==> config.mk <==
export PLATFORM = sky130hd
export DESIGN_NAME = time_sorted_event_table_top
export DESIGN_NICKNAME = d
export VERILOG_FILES = /design/src/rtl/tset_pkg.sv /design/src/rtl/tset_cmp.sv /design/src/rtl/time_sorted_event_table_top.sv
export SDC_FILE = /design/constraint.sdc
export NUM_CORES = 2
export LEC_CHECK = 0
export ABC_AREA = 0
export BUFFER_PORTS_ARGS = -buffer_cell sky130_fd_sc_hd__clkbuf_2
export CAP_MARGIN = 5
export CORE_ASPECT_RATIO = 1.25
export CORE_UTILIZATION = 50
export CTS_BUF_LIST = sky130_fd_sc_hd__clkbuf_16
export CTS_CLUSTER_SIZE = 28
export DETAILED_ROUTE_END_ITERATION = 16
export PLACE_DENSITY = 0.66
export SETUP_SLACK_MARGIN = 0.1
export SYNTH_ARGS = -nofsm -noshare
export SYNTH_HDL_FRONTEND = slang
export SYNTH_SLANG_ARGS = --single-unit
==> constraint.sdc <==
create_clock -name clk -period 17.9 [get_ports clk]
set_input_delay 2.685 -clock clk [delete_from_list [all_inputs] [get_ports clk]]
set_output_delay 2.685 -clock clk [all_outputs]
set_load 0.005 [all_outputs]
==> src/rtl/tset_pkg.sv <==
// Package: shared types and constants for the time sorted event table.
`timescale 1ns / 1ps
`default_nettype none
package tset_pkg;
    localparam int TABLE_DEPTH = 16;
    localparam int IDX_W = $clog2(TABLE_DEPTH);
    localparam int CNT_W = $clog2(TABLE_DEPTH + 1);
    localparam int MAX_RESULTS = 16;

    typedef enum logic [1:0] {
        MODE_INSERT = 2'd0,
        MODE_QUERY  = 2'd1,
        MODE_EXPIRE = 2'd2,
        MODE_CLEAR  = 2'd3
    } mode_t;

    typedef struct packed {
        logic [1:0]  mode;
        logic [47:0] event_start;
        logic [31:0] event_length;
        logic [31:0] event_payload;
        logic [47:0] now_time;
        logic [4:0]  max_matches;
    } req_t;

    typedef struct packed {
        logic        match_found;
        logic [47:0] match_start;
        logic [31:0] match_length;
        logic [31:0] match_payload;
        logic [4:0]  removed_count;
        logic [4:0]  entry_count;
        logic        last_result;
    } rsp_t;

    typedef struct packed {
        logic [47:0] start;
        logic [31:0] length;
        logic [31:0] payload;
    } entry_t;

    // Compare results from the shared compare unit.
    typedef struct packed {
        logic start_gt;   // entry start > key start
        logic started;    // entry start <= now
        logic ended;      // start + length <= now
    } cmp_t;
endpackage
`default_nettype wire

==> src/rtl/tset_cmp.sv <==
// Shared compare unit: one entry against the request's times.
`timescale 1ns / 1ps
`default_nettype none
module tset_cmp
    import tset_pkg::*;
(
    input  wire entry_t      entry,
    input  wire logic [47:0] key_start,
    input  wire logic [47:0] now_time,
    output cmp_t             flags
);
    logic [48:0] end_time;
    assign end_time = {1'b0, entry.start} + {17'd0, entry.length};
    assign flags.start_gt = entry.start > key_start;
    assign flags.started  = entry.start <= now_time;
    assign flags.ended    = end_time <= {1'b0, now_time};
endmodule
`default_nettype wire

==> src/rtl/time_sorted_event_table_top.sv <==
// Top level: sorted event table with sequencer, entry memory and compare unit.
`timescale 1ns / 1ps
`default_nettype none
// Holds up to TABLE_DEPTH (N) events sorted by start time in a single-port-write,
// registered-read memory. One request is worked at a time; stall stays high
// until the request's last result is loaded into the output register. Insert
// walks the table from the top, moving one entry per step (read, then write).
// On a full table a first pass drops the earliest entry before the insert.
// Expire visits every held entry. Query visits held entries until the match
// limit is hit, passes through S_Q_OUT on each hit and ends with a final
// result. Clear goes straight to its result, as do query and expire on an
// empty table. Each entry step is paced by the memory port and the single
// compare unit. Query results leave one per accepted output, the table scan
// pausing while an earlier hit still waits for the output register. No
// clearing pass at reset: only slots below the entry count are ever read.
module time_sorted_event_table_top
    import tset_pkg::*;
(
    input  wire logic clk,
    input  wire logic rst_n,
    input  wire logic in_valid,
    output logic      in_stall,
    input  wire req_t in_data,
    output logic      out_valid,
    input  wire logic out_stall,
    output rsp_t      out_data
);
    typedef enum logic [3:0] {
        S_IDLE, S_SHL_RD, S_SHL_WR, S_INS_RD, S_INS_CMP, S_INS_PUT,
        S_EXP_RD, S_EXP_CMP, S_Q_RD, S_Q_CMP, S_Q_OUT, S_Q_LAST, S_DONE
    } state_t;

    state_t state_reg;
    req_t   req_reg;
    logic [CNT_W-1:0] count_reg;
    logic [CNT_W-1:0] idx_reg;     // read pointer
    logic [CNT_W-1:0] wr_reg;      // write pointer for expire
    logic [4:0]       found_reg;
    logic [4:0]       removed_reg;
    logic [4:0]       limit_reg;
    logic             out_valid_reg;
    rsp_t             out_reg;
    entry_t           pend_reg;    // query hit waiting for output slot

    entry_t mem [TABLE_DEPTH];
    entry_t rd_data_reg;
    logic             mem_we;
    logic [IDX_W-1:0] mem_wa;
    entry_t           mem_wd;
    logic             mem_re;
    logic [IDX_W-1:0] mem_ra;

    cmp_t flags;
    tset_cmp u_cmp (
        .entry    (rd_data_reg),
        .key_start(req_reg.event_start),
        .now_time (req_reg.now_time),
        .flags    (flags)
    );

    always_ff @(posedge clk)
    begin
        if (mem_we)
        begin
            mem[mem_wa] <= mem_wd;
        end
        if (mem_re)
        begin
            rd_data_reg <= mem[mem_ra];
        end
    end

    logic [4:0] cnt5;
    assign cnt5 = 5'(count_reg);

    logic out_free;
    assign out_free = !out_valid_reg || !out_stall;

    logic q_hit;
    assign q_hit = flags.started && !flags.ended;

    entry_t new_entry;
    assign new_entry = '{req_reg.event_start, req_reg.event_length,
                         req_reg.event_payload};

    always_comb
    begin
        mem_we = 1'b0;
        mem_wa = '0;
        mem_wd = new_entry;
        mem_re = 1'b0;
        mem_ra = '0;
        case (state_reg)
            S_SHL_RD, S_INS_RD, S_EXP_RD, S_Q_RD:
            begin
                mem_re = 1'b1;
                mem_ra = idx_reg[IDX_W-1:0];
            end
            S_SHL_WR:
            begin
                mem_we = 1'b1;
                mem_wa = IDX_W'(idx_reg - 1'b1);
                mem_wd = rd_data_reg;
            end
            S_INS_CMP:
            begin
                mem_we = 1'b1;
                if (flags.start_gt)
                begin
                    mem_wa = IDX_W'(idx_reg + 1'b1);
                    mem_wd = rd_data_reg;
                end
                else
                begin
                    mem_wa = IDX_W'(idx_reg + 1'b1);
                    mem_wd = new_entry;
                end
            end
            S_INS_PUT:
            begin
                mem_we = 1'b1;
                mem_wa = '0;
                mem_wd = new_entry;
            end
            S_EXP_CMP:
            begin
                mem_we = !flags.ended;
                mem_wa = wr_reg[IDX_W-1:0];
                mem_wd = rd_data_reg;
            end
            default:
            begin
            end
        endcase
    end

    // Output register load: a held hit once a newer hit proves it is not
    // the last one, or the final result of a request.
    logic out_load;
    rsp_t out_next;

    always_comb
    begin
        out_load = 1'b0;
        out_next = '0;
        case (state_reg)
            S_Q_CMP:
            begin
                if (found_reg != limit_reg && found_reg != '0 && q_hit && out_free)
                begin
                    out_load = 1'b1;
                    out_next = '{1'b1, pend_reg.start, pend_reg.length,
                                 pend_reg.payload, 5'd0, cnt5, 1'b0};
                end
            end
            S_Q_LAST:
            begin
                out_load = out_free;
                out_next = '{(found_reg != '0),
                             (found_reg != '0) ? pend_reg.start : 48'd0,
                             (found_reg != '0) ? pend_reg.length : 32'd0,
                             (found_reg != '0) ? pend_reg.payload : 32'd0,
                             5'd0, cnt5, 1'b1};
            end
            S_DONE:
            begin
                out_load = out_free;
                out_next = '{1'b0, 48'd0, 32'd0, 32'd0,
                             (req_reg.mode == MODE_EXPIRE) ? removed_reg : 5'd0,
                             cnt5, 1'b1};
            end
            default:
            begin
            end
        endcase
    end

    always_ff @(posedge clk or negedge rst_n)
    begin
        if (!rst_n)
        begin
            state_reg     <= S_IDLE;
            req_reg       <= '0;
            count_reg     <= '0;
            idx_reg       <= '0;
            wr_reg        <= '0;
            found_reg     <= '0;
            removed_reg   <= '0;
            limit_reg     <= '0;
            out_valid_reg <= 1'b0;
            out_reg       <= '0;
            pend_reg      <= '0;
        end
        else
        begin
            if (out_load)
            begin
                out_valid_reg <= 1'b1;
                out_reg       <= out_next;
            end
            else if (!out_stall)
            begin
                out_valid_reg <= 1'b0;
            end
            case (state_reg)
                S_IDLE:
                begin
                    if (in_valid)
                    begin
                        req_reg     <= in_data;
                        found_reg   <= '0;
                        removed_reg <= '0;
                        limit_reg   <= (in_data.max_matches > 5'(MAX_RESULTS)) ?
                                       5'(MAX_RESULTS) : in_data.max_matches;
                        wr_reg      <= '0;
                        case (in_data.mode)
                            MODE_INSERT:
                            begin
                                if (count_reg == CNT_W'(TABLE_DEPTH))
                                begin
                                    idx_reg   <= CNT_W'(1);
                                    state_reg <= S_SHL_RD;
                                end
                                else if (count_reg == '0)
                                begin
                                    idx_reg   <= '0;
                                    state_reg <= S_INS_PUT;
                                end
                                else
                                begin
                                    idx_reg   <= count_reg - 1'b1;
                                    state_reg <= S_INS_RD;
                                end
                            end
                            MODE_QUERY:
                            begin
                                idx_reg   <= '0;
                                state_reg <= (count_reg == '0) ? S_Q_LAST : S_Q_RD;
                            end
                            MODE_EXPIRE:
                            begin
                                idx_reg   <= '0;
                                state_reg <= (count_reg == '0) ? S_DONE : S_EXP_RD;
                            end
                            default:
                            begin
                                idx_reg   <= '0;
                                count_reg <= '0;
                                state_reg <= S_DONE;
                            end
                        endcase
                    end
                end
                S_SHL_RD:
                begin
                    state_reg <= S_SHL_WR;
                end
                S_SHL_WR:
                begin
                    if (idx_reg == CNT_W'(TABLE_DEPTH - 1))
                    begin
                        count_reg <= CNT_W'(TABLE_DEPTH - 1);
                        idx_reg   <= CNT_W'(TABLE_DEPTH - 2);
                        state_reg <= S_INS_RD;
                    end
                    else
                    begin
                        idx_reg   <= idx_reg + 1'b1;
                        state_reg <= S_SHL_RD;
                    end
                end
                S_INS_RD:
                begin
                    state_reg <= S_INS_CMP;
                end
                S_INS_CMP:
                begin
                    if (!flags.start_gt)
                    begin
                        count_reg <= count_reg + 1'b1;
                        state_reg <= S_DONE;
                    end
                    else if (idx_reg == '0)
                    begin
                        state_reg <= S_INS_PUT;
                    end
                    else
                    begin
                        idx_reg   <= idx_reg - 1'b1;
                        state_reg <= S_INS_RD;
                    end
                end
                S_INS_PUT:
                begin
                    count_reg <= count_reg + 1'b1;
                    state_reg <= S_DONE;
                end
                S_EXP_RD:
                begin
                    state_reg <= S_EXP_CMP;
                end
                S_EXP_CMP:
                begin
                    if (flags.ended)
                    begin
                        removed_reg <= removed_reg + 1'b1;
                    end
                    else
                    begin
                        wr_reg <= wr_reg + 1'b1;
                    end
                    if (idx_reg + 1'b1 == count_reg)
                    begin
                        count_reg <= flags.ended ? wr_reg : wr_reg + 1'b1;
                        state_reg <= S_DONE;
                    end
                    else
                    begin
                        idx_reg   <= idx_reg + 1'b1;
                        state_reg <= S_EXP_RD;
                    end
                end
                S_Q_RD:
                begin
                    state_reg <= S_Q_CMP;
                end
                S_Q_CMP:
                begin
                    if (found_reg == limit_reg)
                    begin
                        state_reg <= S_Q_LAST;
                    end
                    else if (q_hit)
                    begin
                        // Hold the compare while an earlier hit cannot be flushed.
                        if (found_reg == '0 || out_free)
                        begin
                            pend_reg  <= rd_data_reg;
                            found_reg <= found_reg + 1'b1;
                            state_reg <= S_Q_OUT;
                        end
                    end
                    else if (idx_reg + 1'b1 == count_reg)
                    begin
                        state_reg <= S_Q_LAST;
                    end
                    else
                    begin
                        idx_reg   <= idx_reg + 1'b1;
                        state_reg <= S_Q_RD;
                    end
                end
                S_Q_OUT:
                begin
                    // The hit now waits in pend_reg until a later hit or the end proves
                    // whether it is the last result.
                    if (found_reg != limit_reg && idx_reg + 1'b1 != count_reg)
                    begin
                        idx_reg   <= idx_reg + 1'b1;
                        state_reg <= S_Q_RD;
                    end
                    else
                    begin
                        state_reg <= S_Q_LAST;
                    end
                end
                S_Q_LAST, S_DONE:
                begin
                    if (out_free)
                    begin
                        state_reg <= S_IDLE;
                    end
                end
                default:
                begin
                    state_reg <= S_IDLE;
                end
            endcase
        end
    end

    assign in_stall  = (state_reg != S_IDLE);
    assign out_valid = out_valid_reg;
    assign out_data  = out_reg;

    a_count_max: assert property (@(posedge clk) disable iff (!rst_n)
        count_reg <= CNT_W'(TABLE_DEPTH)) else $error("count overflow");
    a_idle_ready: assert property (@(posedge clk) disable iff (!rst_n)
        (state_reg == S_IDLE) |-> !in_stall) else $error("idle but stalled");
    a_found_lim: assert property (@(posedge clk) disable iff (!rst_n)
        found_reg <= limit_reg) else $error("too many hits");
    a_out_hold: assert property (@(posedge clk) disable iff (!rst_n)
        (out_valid && out_stall) |=> (out_valid && $stable(out_data)))
        else $error("stalled result changed");
endmodule
`default_nettype wire
Word level (Yosys, flattened, before mapping)
Memory sizes are Yosys's and may differ from the RTL's. A register that Yosys moved wholly into a read port is not among the register bits. Index checks and enable logic that the tools add are counted.

Bits in registers: 433. Memory bits (writable): 1792. Output and inout bits: 126. Logic and storage cells: 171. Memories: 1.

Muxes and demuxes: 63. Eq/ne operators: 37. Bitwise logic cells: 1. Add/sub/neg operators: 8. Reductions and logical operators: 34. Magnitude comparators: 4.

Memory list: mem (words 16, bits a word 112, rd ports 1, clocked after Yosys merged registers in 1, wr ports 1, RTL line time_sorted_event_table_top.sv:45) `entry_t mem [TABLE_DEPTH];`.

Operators by type and width (number): case mux 124 bit (3 select lines) (1); case mux 112 bit (2 select lines) (1); 2-to-1 mux 124 bit (1); 2-to-1 mux 5 bit (24); 2-to-1 mux 112 bit (1); 2-to-1 mux 32 bit (2); adder 48 x 32 -> 49 bit (1); less-or-equal comparator 49 x 48 -> 1 bit (1); > comparator 48 bit (1); less-or-equal comparator 48 bit (1); 2-to-1 mux 48 bit (1); case mux 4 bit (12 select lines) (1); 2-to-1 mux 4 bit (9); case mux 5 bit (2 select lines) (3); case mux 5 bit (6 select lines) (1); inequality test 2 bit (second input constant) (13); adder 5 x 1 -> 5 bit (second input constant) (5); case mux 5 bit (5 select lines) (1); case mux 4 bit (3 select lines) (2); equality test 4 bit (second input constant) (5); equality test 4 x 3 -> 1 bit (second input constant) (4); zero test 5 bit (3); equality test 5 bit (2); inequality test 5 bit (2); other kinds (33) (61).

Depth between registers and ports, before layout
Word-level depth: 9. Gate-level depth with buffers: 23. Gate-level depth less buffers: 21.

Modules after synthesis
A second synthesis with hierarchy kept.

Cells, all modules: 6314. Area, all modules: 95855.7 um^2.

By module, submodules not included: time_sorted_event_table_top (area an instance 90347.9 um^2, cells an instance 5551, instances 1, seq. area each 68010.2 um^2); tset_cmp (area an instance 5507.8 um^2, cells an instance 763, instances 1, seq. area each 0.0 um^2).

Worst setup path after synthesis
OpenSTA, ideal clock, no wires.

Kind: reg-to-reg. From: register rd_data_reg[32] (netlist name). To: memory mem[10][0] (netlist bit), enable pin. Library setup time: 0.858 ns. Path slack: 2.002 ns. Data arrival time: 15.040 ns. Clock period less this slack: 15.898 ns. Cell stages (with the launch flop): 23. Buffers on the path: 1. Cell sequence: edfxtp_1 ha_1 fa_1 a211oi_1 o211ai_1 and4_1 o2111a_1 o2111ai_2 and2_0 or2_2 nor3_1 xor2_1 ha_1 nand2_1 o21ai_0 o21bai_1 o21ai_0 o22ai_1 a21o_1 nand2_1 a21oi_1 clkbuf_1 nor4_1.

Word-level cells in the longest chain between the ends: 6.

Ends and longest elaborated chain: adder 48 x 32 -> 49 bit (RTL line tset_cmp.sv:13) `assign end_time = {1'b0, entry.start} + {17'd0, entry.length};`; less-or-equal comparator 49 x 48 -> 1 bit (RTL line tset_cmp.sv:16) `assign flags.ended = end_time <= {1'b0, now_time};`; zero test 1 bit (RTL line time_sorted_event_table_top.sv:127) `mem_we = !flags.ended;`; case mux 1 bit (2 select lines) (RTL line time_sorted_event_table_top.sv:93) `case (state_reg)`; 2-to-1 mux 1 bit (RTL line time_sorted_event_table_top.sv:63) `if (mem_we)`; 2-to-1 mux 1 bit (not written as such) (RTL line time_sorted_event_table_top.sv:65) `mem[mem_wa] <= mem_wd;`; to (decl) (RTL line time_sorted_event_table_top.sv:45).

No other way between the ends.

Final worst setup path
From: register rd_data_reg[80] (netlist name). To: memory mem[6][19] (netlist bit), enable pin.

Word-level cells in the longest chain between the ends: 6.

Ends and longest elaborated chain (RTL line): adder 48 x 32 -> 49 bit (tset_cmp.sv:13); less-or-equal comparator 49 x 48 -> 1 bit (tset_cmp.sv:16); zero test 1 bit (time_sorted_event_table_top.sv:127); case mux 1 bit (2 select lines) (time_sorted_event_table_top.sv:93); 2-to-1 mux 1 bit (time_sorted_event_table_top.sv:63); 2-to-1 mux 1 bit (not written as such) (time_sorted_event_table_top.sv:65).

No other way between the ends.

==> flow_metrics.py <==
metrics = {
    "run_status": {
        "status": "complete, no violations",
    },
    "die": {
        "core_area_mm2": 0.190,
        "num_io_pins": 297,
        "dieArea_mm2": 0.193,
        "die_y_um": 491,
        "fp.dieW_um": 393,
        "rows": 179,
        "start_util_pct": 50.3,
    },
    "clock_network": {
        "clk_latency_ns": 0.88,
        "htreeDepth": 4,
        "cts_root_buf": "clkbuf_16",
        "cts_tree": "done",
        "cts_num_sinks": 2337,
        "post-cts-setup-buffer-count": 0,
        "cts_resized": 0,
        "hold_buffers": 0,
        "cts_buffers": 216,
        "clk_path_buf_depth": 3,
        "clkTransAtPathRegs_ns": 0.06,
    },
    "pwr": {
        "power_density_mw_per_mm2": 185,
        "p_leak_nw": 38.5,
        "vdd_ir_drop_max_mv": 0.205,
    },
    "final_layout": {
        "drive_gt1_share_pct": 30.2,
        "stdcell_area_mm2": 0.107,
        "largest_reg_flops": 1792,
        "fin_nets": 5783,
        "multi_input_area_mm2": 0.0262,
        "fillCellCount": 14400,
        "top_register": "mem",
        "area_growth_pct": 12.2,
        "register_area_mm2": 0.0680,
    },
    "setup_path": {
        "timing.rr.start": "rd_data_reg[80]$_DFFE_PN_",
        "cp-start-kind": "register",
        "crit_required_ns": 18.38,
        "critPathMaxFanout": 60,
        "r2r-end": "mem[6][19]$_DFFE_PP_",
        "r2r_cells": 20,
        "end_kind": "register",
        "cp_data_arrival_time_ns": 8.74,
        "critical_path_class": "reg2reg",
        "reg2reg_slack_ns": 9.63,
    },
    "synthesis": {
        "syn_nets": 5434,
        "synth_area_leaders": "edfxtp_1 60%, dfrtp_1 11%, mux4_2 11%",
        "ys_types": 72,
        "synth_area_mm2": 0.0956,
        "yosysSeqAreaShare_pct": 71.1,
        "ys.flop_type": "edfxtp_1",
        "synthArstFlopShare_pct": 18.5,
        "yosys_register_bits": 2337,
        "syn_avg_cell_area_um2": 18.8,
        "yosysWarnings": 0,
        "synth_top_area_share_pct": 59.8,
        "synth.largest_area_cell": "edfxtp_1",
        "synth_cells": 5076,
        "synth_edf_count": 1904,
    },
    "global_route": {
        "grt_pass1_wl_um": 352000,
        "grt_overflow": 0,
        "grt_pass1_vias": 50000,
        "grt_max_degree": 131,
        "antenna_found_initial": 10,
        "grt_use_total_pct": 25.4,
    },
    "min_path": {
        "whs_path_depth": 1,
        "hp-start": "removed_reg[4]$_DFFE_PN0P_",
        "hold_path_end": "removed_reg[4]$_DFFE_PN0P_",
        "hold_path.class": "reg2reg",
    },
    "route": {
        "drt-met1-wl_um": 104000,
        "wl_met2_um": 115000,
        "top_layer_used": "met4",
        "wirelength_um": 243000,
        "postRouteAntennaNets": 0,
        "wl_met3_um": 17700,
        "drc": 0,
        "wl_per_cell_um": 29.9,
        "firstDrtPassIters": 5,
        "avgViaCountPerCell": 6.15,
        "vias": 50200,
        "drtIter0Drc": 5060,
    },
    "placed_design": {
        "io_buffers": 296,
        "dpl.hpwl_um": 145000,
        "postPlaceCellArea_mm2": 0.100,
        "gp_congestion": 0.903,
    },
    "timing": {
        "fin_setup_tns_ns": 0,
        "timing.final.crit_share_pct": 46.2,
        "slew_violations": 0,
        "final-hold-violation-count": 0,
        "worst_pin_slew_ns": 1.30,
        "fmaxAchievable_ghz": 0.121,
        "finalSetupViolCount": 0,
        "slew-limit-headroom_pct": 10.9,
        "rsz0062_at_grt": "false",
        "timing.final.crit_period_ns": 8.27,
        "skew_ns": 0.0603,
    },
    "job": {
        "maxCapViolations": 0,
    },
}
-- placed cells by master (no fill, tap or decap), types with 37 or more instances in the layout --
cell type  netlist  final
edfxtp_1      1904   1904
mux2_2         507    507
mux4_2         448    448
dfrtp_1        433    431
clkbuf_2         0    295
clkbuf_16        0    219
nand2_1        210    206
ha_1           186    186
inv_1          129    170
o22ai_1        120    120
mux2i_1        118    118
a22o_1         112    112
a21oi_1        101    100
buf_4           19     74
o21ai_0         65     65
nor2_1          65     65
clkinv_1         0     45
clkinv_2         0     43
a21o_1          38     38
xnor2_1         37     37
-- through the flow --
stage               std cells  hold WS (ns)  power [mW]  setup WS (ns)  utilization (%)
detailed placement       7741         0.459        15.4           9.79             52.7
floorplan                5076         0.437        12.9           2.00                -
global route             8147         0.503        20.8           9.29             56.4
CTS                      8145         0.467        20.0           9.76             56.4
finish                   8150         0.467        19.9           9.63             56.4
global placement         7741         0.453        15.2           9.86             52.7
-- report_power, final --
part | switching [mW] | internal (mW)
clock | 2.06 | 2.55
sequential | 0.737 | 7.85
combinational | 4.13 | 2.56
-- critical path, cell delays in order (launching register included) --
cell	delay [ns]
edfxtp_1	0.55
ha_1	0.50
a21oi_1	0.24
nand2_1	0.07
o31a_1	0.25
o31ai_1	0.86
a21oi_1	0.26
o21ai_0	0.33
a211o_1	0.35
nor4b_1	0.11
xor2_1	0.16
ha_1	0.31
nand3_1	0.12
nor4_1	0.57
o22ai_1	0.17
a21o_1	0.23
nand2_1	0.20
a21oi_2	0.31
nor4_2	0.34
buf_4	0.92
buf_4	0.83
-- worst max path at each step --
stage / startpoint / endpoint / cells after the start
6_report: rd_data_reg[80]$_DFFE_PN_ / mem[6][19]$_DFFE_PP_ / 20
5_1_grt: rd_data_reg[78]$_DFFE_PN_ / mem[6][19]$_DFFE_PP_ / 20
4_1_cts: rd_data_reg[80]$_DFFE_PN_ / mem[6][19]$_DFFE_PP_ / 20
3_5_place_dp: rd_data_reg[80]$_DFFE_PN_ / mem[6][8]$_DFFE_PP_ / 20
3_3_place_gp: rd_data_reg[80]$_DFFE_PN_ / mem[6][8]$_DFFE_PP_ / 22
2_1_floorplan: rd_data_reg[32]$_DFFE_PN_ / mem[10][0]$_DFFE_PP_ / 22
-- final cells by class --
type	count	share of cell area, %
well taps	2534	2.95
diodes	5	0.0117
flip-flops and latches	2337	63.4
clock buffers	219	5.11
multi-input cells	2358	24.4
clock inverters	185	1.52
repair buffers	382	2.13
inverters	130	0.459
-- per-layer routing --
metal	vias up	global-route usage (%)
met1	26700	37.0
met4	0	7.16
met2	1922	39.6
met5	-	0
met3	311	4.23
li1	21200	-
-- synthesized netlist by cell type (8+ instances only) --
master	count
o211ai_1	12
xnor2_1	37
a211oi_1	24
mux4_2	448
a31oi_1	9
mux2_2	507
nor4_1	23
nand3_1	36
inv_1	129
and4_1	8
o22ai_1	120
ha_1	186
nand2b_1	19
a21o_1	38
o21a_1	11
xor2_1	24
buf_4	19
mux2i_1	118
o21ai_0	65
nor2_1	65
clkbuf_1	150
edfxtp_1	1904
nand2_1	210
and3_1	17
nor3_1	17
a22o_1	112
nand4_1	36
buf_1	23
dfrtp_1	433
buf_2	59
and2_1	8
a21oi_1	101
-- cell families after synthesis --
logic type               Yosys count  share of synthesized area (%)
adder cells (fa/ha/maj)          187                           2.46
multiplexers                    1073                           17.8
AND/OR/NAND/NOR                  471                           2.34
flip-flops                      2337                           71.1
AO/OA/AOI/OAI                    565                           4.06
buffers and inverters            381                           1.65
XOR/XNOR                          62                          0.584
Power figures use the tool's default switching activity.
